<file path="src/scr_pkg.sv">
package scr_pkg;

  localparam int unsigned MAX_LISTS_DEF    = 16;
  localparam int unsigned MAX_PER_LIST_DEF = 256;

  localparam int unsigned CFG_W = 5;

  typedef enum logic [1:0] {
    STATUS_OK       = 2'd0,
    STATUS_EMPTY    = 2'd1,
    STATUS_OVERFLOW = 2'd2
  } status_t;

  typedef struct packed {
    logic [3:0]         list_index;
    logic signed [31:0] element_value;
    logic               last_item;
  } in_word_t;

  typedef struct packed {
    logic signed [31:0] range_low;
    logic signed [31:0] range_high;
    logic [1:0]         status;
  } out_word_t;

  // Commands from the controller to the datapath.
  typedef struct packed {
    logic load;
    logic check;
    logic rd;
    logic cmp;
    logic eval;
    logic emit;
  } scr_cmd_t;

  // Status from the datapath back to the controller.
  typedef struct packed {
    logic last_acc;
    logic err;
    logic scan_last;
    logic exhausted;
    logic out_busy;
  } scr_sts_t;

endpackage

</file>
<file path="src/scr_ctrl.sv">
module scr_ctrl (
  input  logic              clk,
  input  logic              rst_n,
  input  scr_pkg::scr_sts_t sts,
  output scr_pkg::scr_cmd_t cmd
);
  import scr_pkg::*;

  typedef enum logic [5:0] {
    S_LOAD  = 6'b000001,
    S_CHECK = 6'b000010,
    S_RD    = 6'b000100,
    S_CMP   = 6'b001000,
    S_EVAL  = 6'b010000,
    S_DONE  = 6'b100000
  } state_t;

  state_t state_r, state_nxt;

  always_comb begin
    state_nxt = state_r;
    case (state_r)
      S_LOAD:  if (sts.last_acc) state_nxt = S_CHECK;
      S_CHECK: state_nxt = sts.err ? S_DONE : S_RD;
      S_RD:    state_nxt = S_CMP;
      S_CMP:   state_nxt = sts.scan_last ? S_EVAL : S_RD;
      S_EVAL:  state_nxt = sts.exhausted ? S_DONE : S_RD;
      S_DONE:  if (!sts.out_busy) state_nxt = S_LOAD;
      default: state_nxt = S_LOAD;
    endcase
  end

  always_ff @(posedge clk) begin
    if (!rst_n) begin
      state_r <= S_LOAD;
    end else begin
      state_r <= state_nxt;
    end
  end

  always_comb begin
    cmd       = '0;
    cmd.load  = (state_r == S_LOAD);
    cmd.check = (state_r == S_CHECK);
    cmd.rd    = (state_r == S_RD);
    cmd.cmp   = (state_r == S_CMP);
    cmd.eval  = (state_r == S_EVAL);
    cmd.emit  = (state_r == S_DONE) && !sts.out_busy;
  end

  assert property (@(posedge clk) disable iff (!rst_n)
    (state_r == S_CMP) |-> $past(state_r == S_RD))
    else $error("compare without a preceding read");
  assert property (@(posedge clk) disable iff (!rst_n)
    cmd.emit |=> (state_r == S_LOAD))
    else $error("emit did not return to load");
  assert property (@(posedge clk) disable iff (!rst_n)
    $onehot0(cmd))
    else $error("commands not exclusive");

endmodule

</file>
<file path="config.mk">
export PLATFORM = sky130hd
export DESIGN_NAME = scr_ctrl
export DESIGN_NICKNAME = d
export VERILOG_FILES = /design/src/scr_pkg.sv /design/src/scr_ctrl.sv
export SDC_FILE = /design/constraint.sdc
export NUM_CORES = 1
export LEC_CHECK = 0
export BUFFER_PORTS_ARGS = -buffer_cell sky130_fd_sc_hd__buf_2
export CELL_PAD_IN_SITES_DETAIL_PLACEMENT = 0
export CELL_PAD_IN_SITES_GLOBAL_PLACEMENT = 2
export CORE_MARGIN = 3
export CORE_UTILIZATION = 28
export DETAILED_ROUTE_END_ITERATION = 8
export HOLD_SLACK_MARGIN = 0.03
export PLACE_DENSITY = 0.81
export SYNTH_ARGS = -nofsm -noshare
export SYNTH_HDL_FRONTEND = slang
export SYNTH_SLANG_ARGS = --single-unit
export TNS_END_PERCENT = 5
</file>
<file path="constraint.sdc">
create_clock -name clk -period 3.8 [get_ports clk]
set_input_delay 0.38 -clock clk [delete_from_list [all_inputs] [get_ports clk]]
set_output_delay 0.38 -clock clk [all_outputs]
set_load 0.02 [all_outputs]
</file>
==> qor.csv <==
stage,metric,value,unit
outcome,status,completed,
min_path,hold_depth,3,
synthesis,synth_mux_area_share,2.51,%
clock_tree,post_cts_resized,0,
floorplanning,coreArea,1220,sq um
worst_setup_path,cp_max_fo,8,
synthesis,seq_area_frac_synth,30.1,%
pwr,p_leak,0.206,nW
sta,maxSlewViolCount,0,
synthesis,yosysWarnings,0,
synthesis,synth_edf_count,0,
worst_setup_path,reg2regPathDepth,4,
floorplanning,start_util,32.8,%
final_layout,largest_reg_flops,6,
sta,hold_ws,365,ps
final_layout,num-nets-final,64,
worst_setup_path,critPathCaptureType,output pin,
clock_tree,cts_tree,done,
sta,setup-tns-final,0,ps
synthesis,synth-xor-area-share,2.19,%
detailed_routing,via_per_inst,5.35,
detailed_routing,num_vias,369,
final_layout,largest-register,state_r,
sta,fin_skew,8.07,ps
synthesis,synth_common_cells,"dfxtp_1 (6), nor2_1 (3), nor2b_1 (3), o21ai_0 (3)",
detailed_routing,dr.pass1.iters,4,
final_layout,top_regs,state_r: 6 flops,
global_routing,grt_usage,9.38,%
synthesis,synth-simple-area-share,44.2,%
global_routing,gr-total-overflow,0,
sta,fmaxAchievable,489,MHz
floorplanning,rows,12,
job,max-cap-violations,0,
synthesis,yosys_register_bits,6,
clock_tree,cts_sinks,6,
global_routing,grt_antenna_before_repair,0,
final_layout,area_growth,17.6,%
detailed_routing,wirelength,835,um
clock_tree,postCtsHoldBufs,0,
pwr,power_density,375,nW/um^2
floorplanning,die_h,43.8,um
sta,slew-limit-headroom,71.5,%
synthesis,synth_top_area_share,30.1,%
final_layout,drive_above_1_share,36.4,%
synthesis,synth_compound_area_share,13.5,%
synthesis,netlist_area,399,sq um
global_routing,grt_pass1_vias,323,
detailed_routing,drt_iter0_drc,9,
synthesis,yosysUniqueCellTypes,25,
synthesis,synthFlopType,dfxtp_1,
detailed_routing,drc,0,
synthesis,yosysMostFrequentCell,dfxtp_1,
synthesis,synth_fa_ha_area_share,0,%
sta,rsz0062_at_grt,false,
synthesis,synth_nets,50,
global_routing,grt_pass1_wl,1310,um
worst_setup_path,arrival,1670,ps
final_layout,diodes,0,
sta,fin_crit_sh,53.9,%
min_path,hold_path_class,in -> reg,
floorplanning,die_w,43.8,um
placed_design,hpwl,653,um
sta,min_period,2050,ps
clock_tree,clockBufferDepth,2,
worst_setup_path,crit_type,reg -> out,
pwr,ir_drop,0.000123,V
sta,setup_viol,0,
floorplanning,die_area,1910,sq um
synthesis,synthTopCellsByArea,"dfxtp_1 (30%), buf_6 (5.6%), nor2b_1 (4.7%)",
worst_setup_path,worst_setup_path_start_kind,flop,
worst_setup_path,worst-endpoint-required,3420,ps
sta,hold_violations,0,
synthesis,synth_area_leader_cell,dfxtp_1,
clock_tree,root_buffer,clkbuf_4,
synthesis,synth_area_per_cell,9.28,sq um
floorplanning,io_pins,13,
synthesis,async_flop_share,0,%
synthesis,netlist_instances,43,
sta,worst_slew_pin_slew,424,ps
placed_design,place.gp.congestion,0.670,
clock_tree,cts_setup_buffers,0,
detailed_routing,postRouteAntennaNets,0,
synthesis,synth_top_family_by_area,simple AND/OR/NAND/NOR gates,
clock_tree,numCtsBuffers,3,
placed_design,numPortBuffers,12,
clock_tree,htree_levels,1,
clock_tree,cts.clk_slew.worst_paths,50,ps
detailed_routing,routedWlPerCell,12.1,um
global_routing,grt_start_max_net_pins,10,
clock_tree,worstSkewPairLatency,260,ps
## per-stage QoR
step / total power, W / cells / utilization (%) / cell area, sq um / setup slack [ps]
after detailed placement: 0.000113 / 66 / 36.7 / 447 / 2030
after global placement: 0.000114 / 66 / 36.7 / 447 / 2030
final: 0.000176 / 69 / 38.6 / 469 / 1750
after global routing: 0.000183 / 69 / 38.6 / 469 / 1680
after CTS: 0.000177 / 69 / 38.6 / 469 / 1740
after floorplan: 0.000104 / 43 / - / 399 / 1890
## logic make-up (layout without fill, tap and decap cells)
family,Yosys count,in the layout
AND/OR/NAND/NOR,24,24
AO/OA/AOI/OAI,8,8
flip-flops,6,6
buffers and inverters,3,15
XOR/XNOR,1,1
multiplexers,1,1
## cells in the final DEF, fill, tap and decap left out
master	count
o21ai_0	3
nand2_1	1
o211ai_1	1
nand3_1	1
clkbuf_4	3
mux2i_1	1
nor3b_1	2
and2b_2	1
nor3b_4	1
dfxtp_1	6
buf_2	12
a21oi_1	1
and3b_2	1
nor4b_1	1
or4_4	1
xor2_1	1
nor2b_1	3
o31a_1	1
and3_1	2
and2_1	2
and2b_1	2
a221oi_1	2
nor2_1	3
nor4_1	2
nor4_2	1
## final cells by class
| type | instances | area [sq um] |
|---|---|---|
| fillers | 126 | 747 |
| multi-input cells | 34 | 249 |
| flip-flops and latches | 6 | 120 |
| repair buffers | 12 | 60.1 |
| clock buffers | 3 | 22.5 |
| well taps | 14 | 17.5 |
## power by group
| group | switching (W) | internal [W] |
|---|---|---|
| Clock | 0.0000281 | 0.0000361 |
| Combinational | 0.0000184 | 0.0000193 |
| Sequential | 0.00000716 | 0.0000667 |
## worst max-delay path, stage by stage, from the launching register on
cell and delay [ps]:
dfxtp_1 380, or4_4 560, nor3b_1 250, buf_2 210
## path summary, 6_finish.rpt
kind,slack [ps],end,from
worst max register to register,2320,state_r[2]$_SDFFE_PN0P_,state_r[3]$_SDFFE_PN0P_
worst max-delay path,1750,cmd[3],state_r[3]$_SDFFE_PN0P_
worst min register to register,630,state_r[1]$_SDFFE_PN0P_,state_r[1]$_SDFFE_PN0P_
worst min-delay path,360,state_r[1]$_SDFFE_PN0P_,sts[4]
## per-layer routing
layer / routed length [um] / GRT usage (%) / up-vias
li1: - / - / 185
met1: 376 / 11.5 / 166
met2: 383 / 13.7 / 15
met3: 60 / 3.73 / 3
met4: 14 / 5.42 / 0
met5: 0 / 0 / -
Note: power is estimated with default switching activity, not from simulation.
